## src/design/csp_pkg.sv

```systemverilog
// shared types, constants and helper functions for the category softmax block
package csp_pkg;

  localparam int CatW    = 4;
  localparam int CoefW   = 16;
  localparam int ProdW   = 32;
  localparam int LogitW  = 36;
  localparam int ExpW    = 17;
  localparam int SumW    = 22;
  localparam int ProbW   = 16;
  localparam int QuoW    = 17;
  localparam int NumW    = 33;

  localparam logic signed [LogitW-1:0] SatHi = 36'sh7_FFFF_FFFF;
  localparam logic signed [LogitW-1:0] SatLo = 36'sh8_0000_0000;
  localparam logic [SumW-1:0]          SumMax = 22'h3F_FFFF;
  localparam logic [16:0]              Log2eQ16 = 17'd94548;
  localparam logic [QuoW-1:0]          ProbSat = 17'd65535;

  // queued term between front and back
  typedef struct packed {
    logic [CatW-1:0]         category;
    logic                    term_kind;
    logic signed [ProdW-1:0] prod;
    logic                    last_term;
    logic                    last_category;
  } csp_term_t;

  typedef enum logic [3:0] {
    ST_ACC,
    ST_MAX,
    ST_EXP_T,
    ST_EXP_M,
    ST_EXP_W,
    ST_DIV_GO,
    ST_DIV_WAIT,
    ST_EMIT,
    ST_CLEAR
  } csp_state_e;

  function automatic logic signed [LogitW-1:0] sat_add36(
      input logic signed [LogitW-1:0] a, input logic signed [ProdW-1:0] b);
    logic signed [LogitW:0] s;
    s = {a[LogitW-1], a} + (LogitW+1)'(b);
    if (s > $signed({1'b0, SatHi})) return SatHi;
    if (s < $signed({1'b1, SatLo})) return SatLo;
    return s[LogitW-1:0];
  endfunction

  // round(65536 * 2^(-k/16))
  function automatic logic [ExpW-1:0] pow2_val(input logic [4:0] k);
    logic [ExpW-1:0] v;
    unique case (k)
      5'd0:    v = 17'd65536;
      5'd1:    v = 17'd62757;
      5'd2:    v = 17'd60097;
      5'd3:    v = 17'd57549;
      5'd4:    v = 17'd55109;
      5'd5:    v = 17'd52773;
      5'd6:    v = 17'd50535;
      5'd7:    v = 17'd48393;
      5'd8:    v = 17'd46341;
      5'd9:    v = 17'd44376;
      5'd10:   v = 17'd42495;
      5'd11:   v = 17'd40693;
      5'd12:   v = 17'd38968;
      5'd13:   v = 17'd37316;
      5'd14:   v = 17'd35734;
      5'd15:   v = 17'd34219;
      5'd16:   v = 17'd32768;
      default: v = 17'd0;
    endcase
    return v;
  endfunction

endpackage

```

## src/design/csp_front.sv

```systemverilog
// front end: takes terms, forms the product and queues it for the back end
module csp_front
  import csp_pkg::*;
(
  input  logic            clk_i,
  input  logic            rst_ni,
  input  logic            in_valid_i,
  output logic            in_ready_o,
  input  logic [CatW-1:0] category_i,
  input  logic            term_kind_i,
  input  logic [CoefW-1:0] coefficient_i,
  input  logic [CoefW-1:0] multiplier_i,
  input  logic            last_term_i,
  input  logic            last_category_i,
  output logic            q_valid_o,
  input  logic            q_pop_i,
  output csp_term_t       q_term_o
);

  localparam int Depth = 4;
  localparam int PtrW  = $clog2(Depth);

  csp_term_t       fifo_q [Depth];
  logic [PtrW:0]   wr_q, rd_q;
  logic            full, empty, push;
  csp_term_t       wr_term;

  assign empty      = (wr_q == rd_q);
  assign full       = (wr_q[PtrW] != rd_q[PtrW]) && (wr_q[PtrW-1:0] == rd_q[PtrW-1:0]);
  assign in_ready_o = !full;
  assign push       = in_valid_i && !full;
  assign q_valid_o  = !empty;
  assign q_term_o   = fifo_q[rd_q[PtrW-1:0]];

  always_comb begin
    wr_term.category      = category_i;
    wr_term.term_kind     = term_kind_i;
    wr_term.prod          = $signed(coefficient_i) * $signed(multiplier_i);
    wr_term.last_term     = last_term_i;
    wr_term.last_category = last_category_i;
  end

  always_ff @(posedge clk_i) begin
    if (push) begin
      fifo_q[wr_q[PtrW-1:0]] <= wr_term;
    end
  end

  always_ff @(posedge clk_i or negedge rst_ni) begin
    if (!rst_ni) begin
      wr_q <= '0;
      rd_q <= '0;
    end else begin
      if (push) wr_q <= wr_q + 1'b1;
      if (q_pop_i && !empty) rd_q <= rd_q + 1'b1;
    end
  end

endmodule

```

## src/design/csp_div.sv

```systemverilog
// restoring divider, one quotient bit per cycle
module csp_div
  import csp_pkg::*;
(
  input  logic            clk_i,
  input  logic            rst_ni,
  input  logic            start_i,
  input  logic [NumW-1:0] num_i,
  input  logic [SumW-1:0] den_i,
  output logic            done_o,
  output logic [QuoW-1:0] quo_o
);

  logic [SumW-1:0] rem_q;
  logic [QuoW-1:0] quo_q;
  logic [SumW-1:0] den_q;
  logic [4:0]      cnt_q;
  logic            busy_q, done_q;
  logic [SumW:0]   rem2;
  logic            ge;

  assign rem2 = {rem_q, quo_q[QuoW-1]};
  assign ge   = (rem2 >= {1'b0, den_q});

  always_ff @(posedge clk_i) begin
    if (start_i) begin
      rem_q <= SumW'(num_i[NumW-1:QuoW]);
      quo_q <= num_i[QuoW-1:0];
      den_q <= den_i;
    end else if (busy_q) begin
      rem_q <= ge ? SumW'(rem2 - {1'b0, den_q}) : rem2[SumW-1:0];
      quo_q <= {quo_q[QuoW-2:0], ge};
    end
  end

  always_ff @(posedge clk_i or negedge rst_ni) begin
    if (!rst_ni) begin
      busy_q <= 1'b0;
      done_q <= 1'b0;
      cnt_q  <= '0;
    end else begin
      done_q <= 1'b0;
      if (start_i) begin
        busy_q <= 1'b1;
        cnt_q  <= 5'(QuoW);
      end else if (busy_q) begin
        cnt_q <= cnt_q - 1'b1;
        if (cnt_q == 5'd1) begin
          busy_q <= 1'b0;
          done_q <= 1'b1;
        end
      end
    end
  end

  assign done_o = done_q;
  assign quo_o  = quo_q;

endmodule

```

## src/design/csp_back.sv

```systemverilog
// back end: accumulates logits and runs the softmax pass at each group end
module csp_back
  import csp_pkg::*;
#(
  parameter int MaxCategories = 16
) (
  input  logic            clk_i,
  input  logic            rst_ni,
  input  logic            q_valid_i,
  output logic            q_pop_o,
  input  csp_term_t       q_term_i,
  output logic            out_valid_o,
  input  logic            out_ready_i,
  output logic [CatW-1:0] out_category_o,
  output logic [LogitW-1:0] intercept_sum_o,
  output logic [ProbW-1:0] probability_o,
  output logic            last_result_o
);

  localparam int NumSlots = (MaxCategories < 16) ? MaxCategories : 16;
  localparam int IdxW     = $clog2(NumSlots);
  localparam int CntW     = $clog2(NumSlots + 1);

  csp_state_e state_q, state_d;

  logic signed [LogitW-1:0] logit_q [NumSlots];
  logic signed [LogitW-1:0] icpt_q  [NumSlots];
  logic [ExpW-1:0]          exp_q   [NumSlots];
  logic [NumSlots-1:0]      used_q;

  logic signed [LogitW-1:0] max_q;
  logic [SumW-1:0]          sum_q;
  logic [CntW-1:0]          count_q, k_q;
  logic [28:0]              t_q;
  logic [23:0]              dprod_q;
  logic [ProbW-1:0]         prob_q;

  logic                     ovalid_q, olast_q;
  logic [CatW-1:0]          ocat_q;
  logic [LogitW-1:0]        oicpt_q;
  logic [ProbW-1:0]         oprob_q;

  logic                     in_range, close, last_k, slot_free;
  logic [IdxW-1:0]          rd_idx, cat_idx;
  logic signed [LogitW-1:0] logit_rd, icpt_rd;
  logic [CntW-1:0]          cnt_new;
  logic                     div_start, div_done;
  logic [QuoW-1:0]          div_quo;
  logic [NumW-1:0]          div_num;
  logic signed [LogitW:0]   diff;
  logic [44:0]              tprod;
  logic [3:0]               tab_i;
  logic [ExpW-1:0]          tab_lo, tab_hi, interp, exp_val;
  logic [12:0]              shift_n;
  logic [SumW:0]            sum_ext;

  assign in_range  = (32'(q_term_i.category) < NumSlots);
  assign cat_idx   = IdxW'(q_term_i.category);
  assign close     = q_term_i.last_term && q_term_i.last_category;
  assign cnt_new   = (32'(q_term_i.category) + 1 > NumSlots) ? CntW'(NumSlots)
                                                             : CntW'(32'(q_term_i.category) + 1);
  assign last_k    = (k_q == CntW'(count_q - 1'b1));
  assign slot_free = !ovalid_q || out_ready_i;

  assign rd_idx   = (state_q == ST_ACC) ? cat_idx : k_q[IdxW-1:0];
  assign logit_rd = used_q[rd_idx] ? logit_q[rd_idx] : '0;
  assign icpt_rd  = used_q[rd_idx] ? icpt_q[rd_idx] : '0;

  // exponential datapath
  assign diff    = {max_q[LogitW-1], max_q} - {logit_rd[LogitW-1], logit_rd};
  assign tprod   = diff[LogitW-1:8] * Log2eQ16;
  assign shift_n = t_q[28:16];
  assign tab_i   = t_q[15:12];
  assign tab_lo  = pow2_val({1'b0, tab_i});
  assign tab_hi  = pow2_val(5'({1'b0, tab_i}) + 5'd1);
  assign interp  = tab_lo - ExpW'((25'(dprod_q) + 25'd2048) >> 12);
  assign exp_val = (shift_n >= 13'd17) ? '0 : (interp >> shift_n[4:0]);
  assign sum_ext = {1'b0, sum_q} + (SumW+1)'(exp_val);

  assign div_num = {exp_q[k_q[IdxW-1:0]], 16'b0} + NumW'(sum_q >> 1);

  csp_div u_div (
    .clk_i  (clk_i),
    .rst_ni (rst_ni),
    .start_i(div_start),
    .num_i  (div_num),
    .den_i  (sum_q),
    .done_o (div_done),
    .quo_o  (div_quo)
  );

  always_comb begin
    state_d   = state_q;
    q_pop_o   = 1'b0;
    div_start = 1'b0;
    unique case (state_q)
      ST_ACC: begin
        if (q_valid_i) begin
          q_pop_o = 1'b1;
          if (close) state_d = ST_MAX;
        end
      end
      ST_MAX:      if (last_k) state_d = ST_EXP_T;
      ST_EXP_T:    state_d = ST_EXP_M;
      ST_EXP_M:    state_d = ST_EXP_W;
      ST_EXP_W:    state_d = last_k ? ST_DIV_GO : ST_EXP_T;
      ST_DIV_GO: begin
        if (sum_q == '0) begin
          state_d = ST_EMIT;
        end else begin
          div_start = 1'b1;
          state_d   = ST_DIV_WAIT;
        end
      end
      ST_DIV_WAIT: if (div_done) state_d = ST_EMIT;
      ST_EMIT:     if (slot_free) state_d = last_k ? ST_CLEAR : ST_DIV_GO;
      ST_CLEAR:    state_d = ST_ACC;
      default:     state_d = ST_ACC;
    endcase
  end

  always_ff @(posedge clk_i or negedge rst_ni) begin
    if (!rst_ni) state_q <= ST_ACC;
    else         state_q <= state_d;
  end

  // store arrays, no reset: entries beyond used_q read as zero
  always_ff @(posedge clk_i) begin
    if (state_q == ST_ACC && q_valid_i && in_range) begin
      logit_q[cat_idx] <= sat_add36(logit_rd, q_term_i.prod);
      // slope terms still write the slot so a stale sum never shows through
      icpt_q[cat_idx]  <= q_term_i.term_kind ? icpt_rd : sat_add36(icpt_rd, q_term_i.prod);
    end
    if (state_q == ST_EXP_W) exp_q[k_q[IdxW-1:0]] <= exp_val;
    if (state_q == ST_EXP_T) t_q <= tprod[44:16];
    if (state_q == ST_EXP_M) dprod_q <= 12'(tab_lo - tab_hi) * t_q[11:0];
    if (state_q == ST_DIV_GO) prob_q <= '0;
    if (state_q == ST_DIV_WAIT && div_done) begin
      prob_q <= (div_quo > ProbSat) ? ProbSat[ProbW-1:0] : div_quo[ProbW-1:0];
    end
    if (state_q == ST_EMIT && slot_free) begin
      ocat_q  <= CatW'(k_q);
      oicpt_q <= icpt_rd;
      oprob_q <= prob_q;
      olast_q <= last_k;
    end
  end

  always_ff @(posedge clk_i or negedge rst_ni) begin
    if (!rst_ni) begin
      used_q   <= '0;
      max_q    <= '0;
      sum_q    <= '0;
      count_q  <= '0;
      k_q      <= '0;
      ovalid_q <= 1'b0;
    end else begin
      if (ovalid_q && out_ready_i) ovalid_q <= 1'b0;
      unique case (state_q)
        ST_ACC: begin
          if (q_valid_i) begin
            if (in_range) used_q[cat_idx] <= 1'b1;
            if (q_term_i.last_category) count_q <= cnt_new;
            k_q <= '0;
          end
        end
        ST_MAX: begin
          if (k_q == '0 || logit_rd > max_q) max_q <= logit_rd;
          k_q <= last_k ? '0 : k_q + 1'b1;
        end
        ST_EXP_W: begin
          sum_q <= (sum_ext > {1'b0, SumMax}) ? SumMax : sum_ext[SumW-1:0];
          k_q   <= last_k ? '0 : k_q + 1'b1;
        end
        ST_EMIT: begin
          if (slot_free) begin
            ovalid_q <= 1'b1;
            k_q      <= k_q + 1'b1;
          end
        end
        ST_CLEAR: begin
          used_q  <= '0;
          max_q   <= '0;
          sum_q   <= '0;
          count_q <= '0;
          k_q     <= '0;
        end
        default: ;
      endcase
    end
  end

  assign out_valid_o     = ovalid_q;
  assign out_category_o  = ocat_q;
  assign intercept_sum_o = oicpt_q;
  assign probability_o   = oprob_q;
  assign last_result_o   = olast_q;

endmodule

```

## src/design/category_softmax_probability_top.sv

```systemverilog
// top level of the category softmax probability block
//
// input stream: one product term per word (category, coefficient and
// multiplier in tdata, term kind and last-category flag in tuser, last
// term of a category on tlast); categories arrive in ascending order
// output stream: one word per category at each group end, category 0 first,
// carrying the intercept sum and the probability; tlast marks the last one
// intake: terms enter a four-word queue; while it is accumulating, the back
// end folds one queued term per cycle into the logit and intercept sums
// group end: with n categories the back end runs the max search, the
// exponentials (two multipliers in series), then for each category the
// divide (17 iterations) and emit, and finally clears the stores; terms
// queue up meanwhile until the queue fills
// stall: a stalled receiver holds the output word and the back end waits;
// the front keeps accepting terms while the queue has room
// reset: queue emptied, all sums zero, no word pending
module category_softmax_probability_top
  import csp_pkg::*;
#(
  parameter int MAX_CATEGORIES = 16
) (
  input  logic        clk_i,
  input  logic        rst_ni,
  input  logic        s_axis_tvalid_i,
  output logic        s_axis_tready_o,
  // [3:0] category, [19:4] coefficient, [35:20] multiplier, [39:36] zero
  input  logic [39:0] s_axis_tdata_i,
  // [0] term_kind, [1] last_category
  input  logic [1:0]  s_axis_tuser_i,
  // last_term
  input  logic        s_axis_tlast_i,
  output logic        m_axis_tvalid_o,
  input  logic        m_axis_tready_i,
  // [3:0] out_category, [39:4] intercept_sum, [55:40] probability
  output logic [55:0] m_axis_tdata_o,
  // last_result
  output logic        m_axis_tlast_o
);

  logic            q_valid, q_pop;
  csp_term_t       q_term;
  logic [CatW-1:0] out_cat;
  logic [LogitW-1:0] out_icpt;
  logic [ProbW-1:0]  out_prob;

  // term intake and product queue
  csp_front u_front (
    .clk_i          (clk_i),
    .rst_ni         (rst_ni),
    .in_valid_i     (s_axis_tvalid_i),
    .in_ready_o     (s_axis_tready_o),
    .category_i     (s_axis_tdata_i[3:0]),
    .term_kind_i    (s_axis_tuser_i[0]),
    .coefficient_i  (s_axis_tdata_i[19:4]),
    .multiplier_i   (s_axis_tdata_i[35:20]),
    .last_term_i    (s_axis_tlast_i),
    .last_category_i(s_axis_tuser_i[1]),
    .q_valid_o      (q_valid),
    .q_pop_i        (q_pop),
    .q_term_o       (q_term)
  );

  // accumulation and softmax sequencer, owns the output register
  csp_back #(
    .MaxCategories(MAX_CATEGORIES)
  ) u_back (
    .clk_i          (clk_i),
    .rst_ni         (rst_ni),
    .q_valid_i      (q_valid),
    .q_pop_o        (q_pop),
    .q_term_i       (q_term),
    .out_valid_o    (m_axis_tvalid_o),
    .out_ready_i    (m_axis_tready_i),
    .out_category_o (out_cat),
    .intercept_sum_o(out_icpt),
    .probability_o  (out_prob),
    .last_result_o  (m_axis_tlast_o)
  );

  assign m_axis_tdata_o = {out_prob, out_icpt, out_cat};

endmodule

```

## config.mk

```make
export PLATFORM = sky130hd
export DESIGN_NAME = category_softmax_probability_top
export DESIGN_NICKNAME = d
export VERILOG_FILES = /design/src/design/csp_pkg.sv /design/src/design/csp_front.sv /design/src/design/csp_div.sv /design/src/design/csp_back.sv /design/src/design/category_softmax_probability_top.sv
export SDC_FILE = /design/constraint.sdc
export NUM_CORES = 2
export LEC_CHECK = 0
export ABC_AREA = 1
export BUFFER_PORTS_ARGS = -buffer_cell sky130_fd_sc_hd__buf_2
export CORE_ASPECT_RATIO = 1.1
export CORE_MARGIN = 3
export CORE_UTILIZATION = 40
export DETAILED_ROUTE_END_ITERATION = 10
export PLACE_DENSITY = 0.62
export SETUP_SLACK_MARGIN = 0.3
export SLEW_MARGIN = 20
export SYNTH_ARGS = -nofsm -noshare
export SYNTH_HDL_FRONTEND = slang
export SYNTH_SLANG_ARGS = --single-unit
export TNS_END_PERCENT = 50
```

## constraint.sdc

```tcl
create_clock -name clk_i -period 20.1 [get_ports clk_i]
set_input_delay 6.03 -clock clk_i [delete_from_list [all_inputs] [get_ports clk_i]]
set_output_delay 6.03 -clock clk_i [all_outputs]
set_load 0.02 [all_outputs]
```

### Yosys cells after proc, flatten, opt, wreduce, memory -nomap -nowiden

Memory sizes are Yosys's and may differ from the RTL's. A register that Yosys moved wholly into a read port is not among the register bits.
Cells that the tools add are included.

* register bits: 289
* memory bits (writable): 1580
* bits in read-only memories: 816
* bits of input ports: 47
* output and inout bits: 59
* logic and storage cells: 194
* memories kept: 6

Memory list
* u_back.icpt_q: depth 16, bits a word 36, rd ports 1, clocked after Yosys merged registers in 0, write ports 1, RTL line csp_back.sv:27 `logic signed [LogitW-1:0] icpt_q [NumSlots];`
* u_back.logit_q: depth 16, bits a word 36, rd ports 1, clocked after Yosys merged registers in 0, write ports 1, RTL line csp_back.sv:26 `logic signed [LogitW-1:0] logit_q [NumSlots];`
* (no name shown): depth 32, bits a word 17, rd ports 1, clocked after Yosys merged registers in 0, write ports 0, RTL line csp_pkg.sv:53 `unique case (k)`
* (no name shown): depth 16, bits a word 17, rd ports 1, clocked after Yosys merged registers in 1, write ports 0, RTL line csp_pkg.sv:53
* u_back.exp_q: depth 16, bits a word 17, rd ports 1, clocked after Yosys merged registers in 0, write ports 1, RTL line csp_back.sv:28 `logic [ExpW-1:0] exp_q [NumSlots];`
* u_front.fifo_q: depth 4, bits a word 39, rd ports 1, clocked after Yosys merged registers in 0, write ports 1, RTL line csp_front.sv:23 `csp_term_t fifo_q [Depth];`

* $add $sub $neg: 16
* $mul: 3
* order comparisons: 13
* equal/unequal tests: 20
* shifts and indexed selects: 1
* muxes and demuxes: 82
* bitwise logic cells: 1
* reduce and logical (&&, ||, !) cells: 29

Operators with widths (count)
* 2-to-1 mux 36 bit: 14
* 2-to-1 mux 16 bit: 6
* adder 36 x 32 -> 37 bit: 2
* greater-than comparator 37 x 36 -> 1 bit, second input constant: 2
* < comparator 37 x 36 -> 1 bit, second input constant: 2
* one-hot mux 36 bit (2 select lines): 1
* 2-to-1 mux 17 bit: 3
* 2-to-1 mux 22 bit: 2
* one-hot mux 22 bit (2 select lines): 1
* multiplier 28 x 15 -> 43 bit, second input constant: 1
* 2-to-1 mux 5 bit: 8
* greater-than comparator 36 bit: 1
* subtractor 36 bit: 1
* adder 33 x 21 -> 33 bit: 1
* greater-than comparator 32 x 5 -> 1 bit, second input constant: 1
* multiplier 16 x 16 -> 32 bit: 1
* 2-to-1 mux 1 bit: 32
* 2-to-1 mux 4 bit: 8
* one-hot mux 16 bit (2 select lines): 1
* one-hot mux 4 bit (8 select lines): 1
* adder 24 x 12 -> 25 bit, second input constant: 1
* multiplier 12 x 12 -> 24 bit: 1
* adder 22 x 17 -> 23 bit: 1
* greater-or-equal comparator 23 x 22 -> 1 bit: 1
* 42 further kinds: 72

### Longest topological paths before layout

* depth in word-level cells: 15
* gate-level depth with buffers: 56
* gate-level depth less buffers: 53

### Modules after synthesis

A second synthesis with hierarchy kept.

* cells, all modules: 10888
* area total of the unflattened synthesis: 108106.2 sq um

By module, submodules not included
* csp_back: times used 1, cells each 8372, area each 86555.5 sq um, seq. area each 48781.8 sq um
* csp_front: times used 1, cells each 1898, area each 16970.0 sq um, seq. area each 4834.6 sq um
* csp_div: times used 1, cells each 618, area each 4580.6 sq um, seq. area each 1946.9 sq um

### Least setup slack after synthesis

OpenSTA, ideal clock, no wires.

* kind: input -> register
* start point: input s_axis_tdata_i[21]
* end point: memory u_front.fifo_q[0][31] (netlist bit) (data pin)
* setup time: 269 ps
* arrival: 11489 ps
* data required time: 19831 ps
* slack: 8341 ps
* stages: 26
* cell sequence: clkbuf_1 -> clkbuf_1 -> nand2_1 -> fa_1 -> inv_1 -> fa_1 -> inv_1 -> fa_1 -> fa_1 -> inv_1 -> fa_1 -> inv_1 -> fa_1 -> inv_1 -> ha_1 -> nand2_1 -> o21ai_0 -> a21boi_0 -> o21bai_1 -> a21oi_1 -> o21bai_1 -> nand2_1 -> inv_1 -> nor2_1 -> nand2_1 -> nand2_1

RTL lines
* from (decl): RTL line category_softmax_probability_top.sv:27 `input logic [39:0] s_axis_tdata_i,`
* to (decl): RTL line csp_front.sv:23

### Worst setup path after layout

* start point: register u_front.rd_q[0]
* end point: register u_back.tab_lo[3] (netlist name)

* word-level cells in the longest chain between the ends: 8
* elaborated cells on any way between the ends: 9

Ends and longest elaborated chain
* from (decl): RTL line csp_front.sv:24 `logic [PtrW:0] wr_q, rd_q;`
* from (signal assigned): RTL line csp_front.sv:55 `if (q_pop_i && !empty) rd_q <= rd_q + 1'b1;`
* memory read (4 x 39 bit) *
* 2-to-1 mux 4 bit *: RTL line csp_back.sv:65 `assign rd_idx = (state_q == ST_ACC) ? cat_idx : k_q[IdxW-1:0];`
* binary-select mux 1 bit (select 4 bit): RTL line csp_back.sv:66 `assign logit_rd = used_q[rd_idx] ? logit_q[rd_idx] : '0;`
* 2-to-1 mux 1 bit (not written as such): RTL line csp_back.sv:66
* 2-to-1 mux 36 bit *: RTL line csp_back.sv:66
* subtractor 36 bit *: RTL line csp_back.sv:70 `assign diff = {max_q[LogitW-1], max_q} - {logit_rd[LogitW-1], logit_rd};`
* multiplier 28 x 15 -> 43 bit *: RTL line csp_back.sv:71 `assign tprod = diff[LogitW-1:8] * Log2eQ16;`
* net u_back.tprod[28]: RTL line csp_back.sv:51 `logic [44:0] tprod;`
* 2-to-1 mux 4 bit (no line) *

Mark *: on every way through the listed nets, which the timed path passes. The rest lies on a longest branch. The select of a mux whose other input is x is not followed.
A chain may end at the register's enable or synchronous reset.

==> results.toml <==
[global_route]
grt_pass1_wl_mm = 447
track_usage_pct = 21.3
antenna_found_initial = 23
grt_pass1_vias = 74952
grt_max_degree = 232
grt_overflow = 0

[clocking]
cts_sinks = 1875
hold_buffers = 0
clk_latency_ns = 0.88
cts_setup_buffers = 0
cts_resized = 0
cts_max_path_buffers = 3
htree_levels = 4
cts.clk_slew.worst_paths_ns = 0.06
cts_tree = "yes"
numCtsBuffers = 188
clockRootBuffer = "clkbuf_16"

[synthesis]
syn_nets = 10951
synthMuxAreaShare_pct = 0.0189
yosysWarningCount = 0
syn-cell-area_sq_um = 106000
yosysUniqueCellTypes = 74
synth_top_family_by_area = "adder cells"
async_reset_ff_share_pct = 5.44
synth-simple-area-share_pct = 12.2
synthFlopType = "edfxtp_1"
postSynthCellCount = 9860
synth_compound_area_share_pct = 11.2
synthAdderAreaFrac_pct = 16.0
postSynthAreaPerCell_sq_um = 10.7
synth_xor_area_share_pct = 2.05
synth_edf_count = 1750
ys_seq_elements = 1875
synth_seq_area_share_pct = 52.6

[detailed_routing]
wl_per_cell_um = 21.7
vias = 74848
antenna_left = 0
drt_wl_total_mm = 293
drt_iter0_markers = 6798
via_per_inst = 5.53
drc = 0
dr.pass1.iters = 6

[job]
cap_violations = 0

[floorplanning]
rows = 197
die_y_um = 545
io_pins = 106
die_area_sq_um = 271000
die_width_um = 496
core_area_sq_um = 263000
start_util_pct = 40.3

[run_status]
status = "finished, final reports clean"

[timing]
fin_setup_tns_ns = 0
rsz0062_at_grt = "false"
finalCritPeriodShare_pct = 72.2
max_freq_mhz = 68.9
worst_slew_pin_slew_ns = 1.43
setup_viol = 0
slew-limit-headroom_pct = 4.74
fin_crit_ns = 14.51
fin_worst_skew_ns = 0.119
hold_viol_final = 0
drv_slew = 0

[final_layout]
drive_gt1_share_pct = 7.24
multi_input_area_sq_um = 44100
ff_latch_area_sq_um = 55600
fillers = 24281
nets = 10974
syn_to_final_growth_pct = 10.4

[hold_path]
whs_path_depth = 0
hp-class = "reg2reg"

[worst_setup_path]
crit_required_ns = 20.83
slowest_stage = "buf_4"
crit_path_start_kind = "register"
crit_arrival_ns = 15.24
path_max_fanout = 231
path_class = "reg2reg"
critical_path.max_stage_delay_ns = 0.81
r2r_cells = 44
endpoint_kind = "register"

[placed_design]
hpwl_mm = 188
gp_congestion = 0.913
portBuffers = 101
[cell usage after synthesis (13+ instances only)]
| cell | n | area share, % |
|---|---|---|
| nand2_1 | 1821 | 6.5 |
| edfxtp_1 | 1750 | 50 |
| inv_1 | 1152 | 4.1 |
| a21oi_1 | 845 | 4.0 |
| nor2_1 | 651 | 2.3 |
| ha_1 | 535 | 6.3 |
| fa_1 | 509 | 9.6 |
| o21ai_0 | 497 | 2.4 |
| nand3_1 | 351 | 1.7 |
| clkbuf_1 | 286 | 1.0 |
| a221oi_1 | 179 | 1.5 |
| xor2_1 | 166 | 1.4 |
| o22ai_1 | 122 | 0.72 |
| dfrtp_1 | 102 | 2.4 |
| buf_2 | 96 | 0.45 |
| xnor2_1 | 81 | 0.67 |
| nor3_1 | 72 | 0.34 |
| nand4_1 | 46 | 0.27 |
| or2_2 | 41 | 0.24 |
| a221o_1 | 40 | 0.38 |
| or3_1 | 38 | 0.22 |
| a31oi_1 | 37 | 0.22 |
| a311o_1 | 36 | 0.34 |
| a311oi_1 | 34 | 0.28 |
| nand3_2 | 31 | 0.29 |
| buf_1 | 30 | 0.11 |
| o211ai_1 | 28 | 0.20 |
| buf_4 | 27 | 0.19 |
| o21a_1 | 25 | 0.18 |
| dfxtp_1 | 23 | 0.44 |
| nor4_1 | 23 | 0.14 |
| o21bai_1 | 19 | 0.13 |
| a21o_1 | 17 | 0.12 |
| o221ai_1 | 16 | 0.13 |
| a21boi_0 | 13 | 0.092 |
[layout by cell type, fill, tap and decap left out, drive strengths merged, types with 11 or more instances in the layout]
cell | synthesis | routed
nand2 | 1835 | 1835
edfxtp | 1750 | 1750
inv | 1157 | 1164
a21oi | 845 | 845
nor2 | 654 | 654
ha | 535 | 535
fa | 509 | 509
o21ai | 501 | 501
nand3 | 384 | 384
buf | 162 | 282
clkbuf | 287 | 234
a221oi | 179 | 179
xor2 | 166 | 166
o22ai | 122 | 122
dfrtp | 102 | 102
clkinv | 11 | 87
xnor2 | 81 | 81
nor3 | 73 | 73
nand4 | 46 | 46
or2 | 41 | 41
a311oi | 41 | 41
a221o | 40 | 40
or3 | 38 | 38
a31oi | 37 | 37
a311o | 36 | 36
o211ai | 28 | 28
o21a | 25 | 25
nor4 | 23 | 23
bufinv | 0 | 23
dfxtp | 23 | 23
o21bai | 19 | 19
a21o | 17 | 17
o221ai | 16 | 16
a21boi | 14 | 14
clkinvlp | 0 | 12
o31ai | 11 | 11
[routing by layer]
metal / wire length [um] / vias to the layer above / GRT usage [%]
li1: - / 34195 / -
met1: 123000 / 37474 / 28.7
met2: 142000 / 2654 / 35.4
met3: 19000 / 519 / 2.77
met4: 9650 / 6 / 7.04
met5: 28 / - / 0
[metrics by stage]
step                      cells  instance area (sq um)  setup WS (ns)  util [%]  hold slack, ns
final                     13537                 117000           5.59      44.5           0.413
after global routing      13528                 117000           4.77      44.5           0.424
after CTS                 13527                 117000           5.85      44.5           0.418
after detailed placement  13175                 110000           5.96      42.0           0.405
after global placement    13175                 110000           6.03      42.0           0.403
after floorplan            9860                 106000           8.34         -           0.400
[layout make-up]
type                            count  area share [%]
Sequential cell                  1875            47.6
Multi-Input combinational cell   6368            37.8
Clock buffer                      234            4.24
Inverter                         1168            3.77
Tap cell                         3482            3.73
Timing Repair Buffer              282            1.66
Clock inverter                    118            1.23
Antenna cell                       10          0.0214
[cells by family (layout without fill, tap and decap cells)]
| family | count (synthesis) | after routing |
|---|---|---|
| AND/OR/NAND/NOR | 3106 | 3106 |
| AO/OA/AOI/OAI | 1969 | 1969 |
| flip-flops | 1875 | 1875 |
| buffers and inverters | 1617 | 1802 |
| adder cells (fa/ha/maj) | 1044 | 1044 |
| XOR/XNOR | 247 | 247 |
| multiplexers | 2 | 2 |
| other | 0 | 10 |
[registers in the layout (all words and copies together) (netlist names), 5 cells and up]
name and cells:
u_back.dprod_q 13, u_back.count_q 5, u_back.prob_q 16, u_back.max_q 36, u_back.t_q 29, u_front.fifo_q 156
u_back.probability_o 16, u_back.logit_q 576, u_back.tab_lo 17, u_back.used_q 16, u_back.k_q 5, u_back.icpt_q 576
u_back.intercept_sum_o 36, u_back.u_div.cnt_q 5, u_back.sum_q 22, u_back.exp_q 272, u_back.u_div.den_q 22, u_back.u_div.rem_q 22
u_back.u_div.quo_o 17
[critical path: cells and delay by family, from the launching register on]
kind	cells	cell delay, ns
flip-flops	1	0.38
AO/OA/AOI/OAI	12	3.05
buffers and inverters	10	2.84
AND/OR/NAND/NOR	11	2.58
adder cells (fa/ha/maj)	9	3.91
XOR/XNOR	2	0.90
[final timing paths]
check                                               start                                end  slack (ns)
max                           u_front.rd_q[0]$_DFFE_PN0P_           u_back.tab_lo[3]$_DFF_P_        5.59
min                        u_back.prob_q[4]$_SDFFCE_PN0P_  u_back.probability_o[4]$_DFFE_PP_        0.41
max reg2reg                   u_front.rd_q[0]$_DFFE_PN0P_           u_back.tab_lo[3]$_DFF_P_        5.59
min reg2reg                u_back.prob_q[4]$_SDFFCE_PN0P_  u_back.probability_o[4]$_DFFE_PP_        0.41
max in group asynchronous                          rst_ni        u_front.rd_q[0]$_DFFE_PN0P_       13.46
min in group asynchronous                          rst_ni       u_back.out_valid_o$_DFF_PN0_        5.22
Power is not shown: default switching activity piles up to over one toggle a cycle in this logic, so the estimate is an artifact.
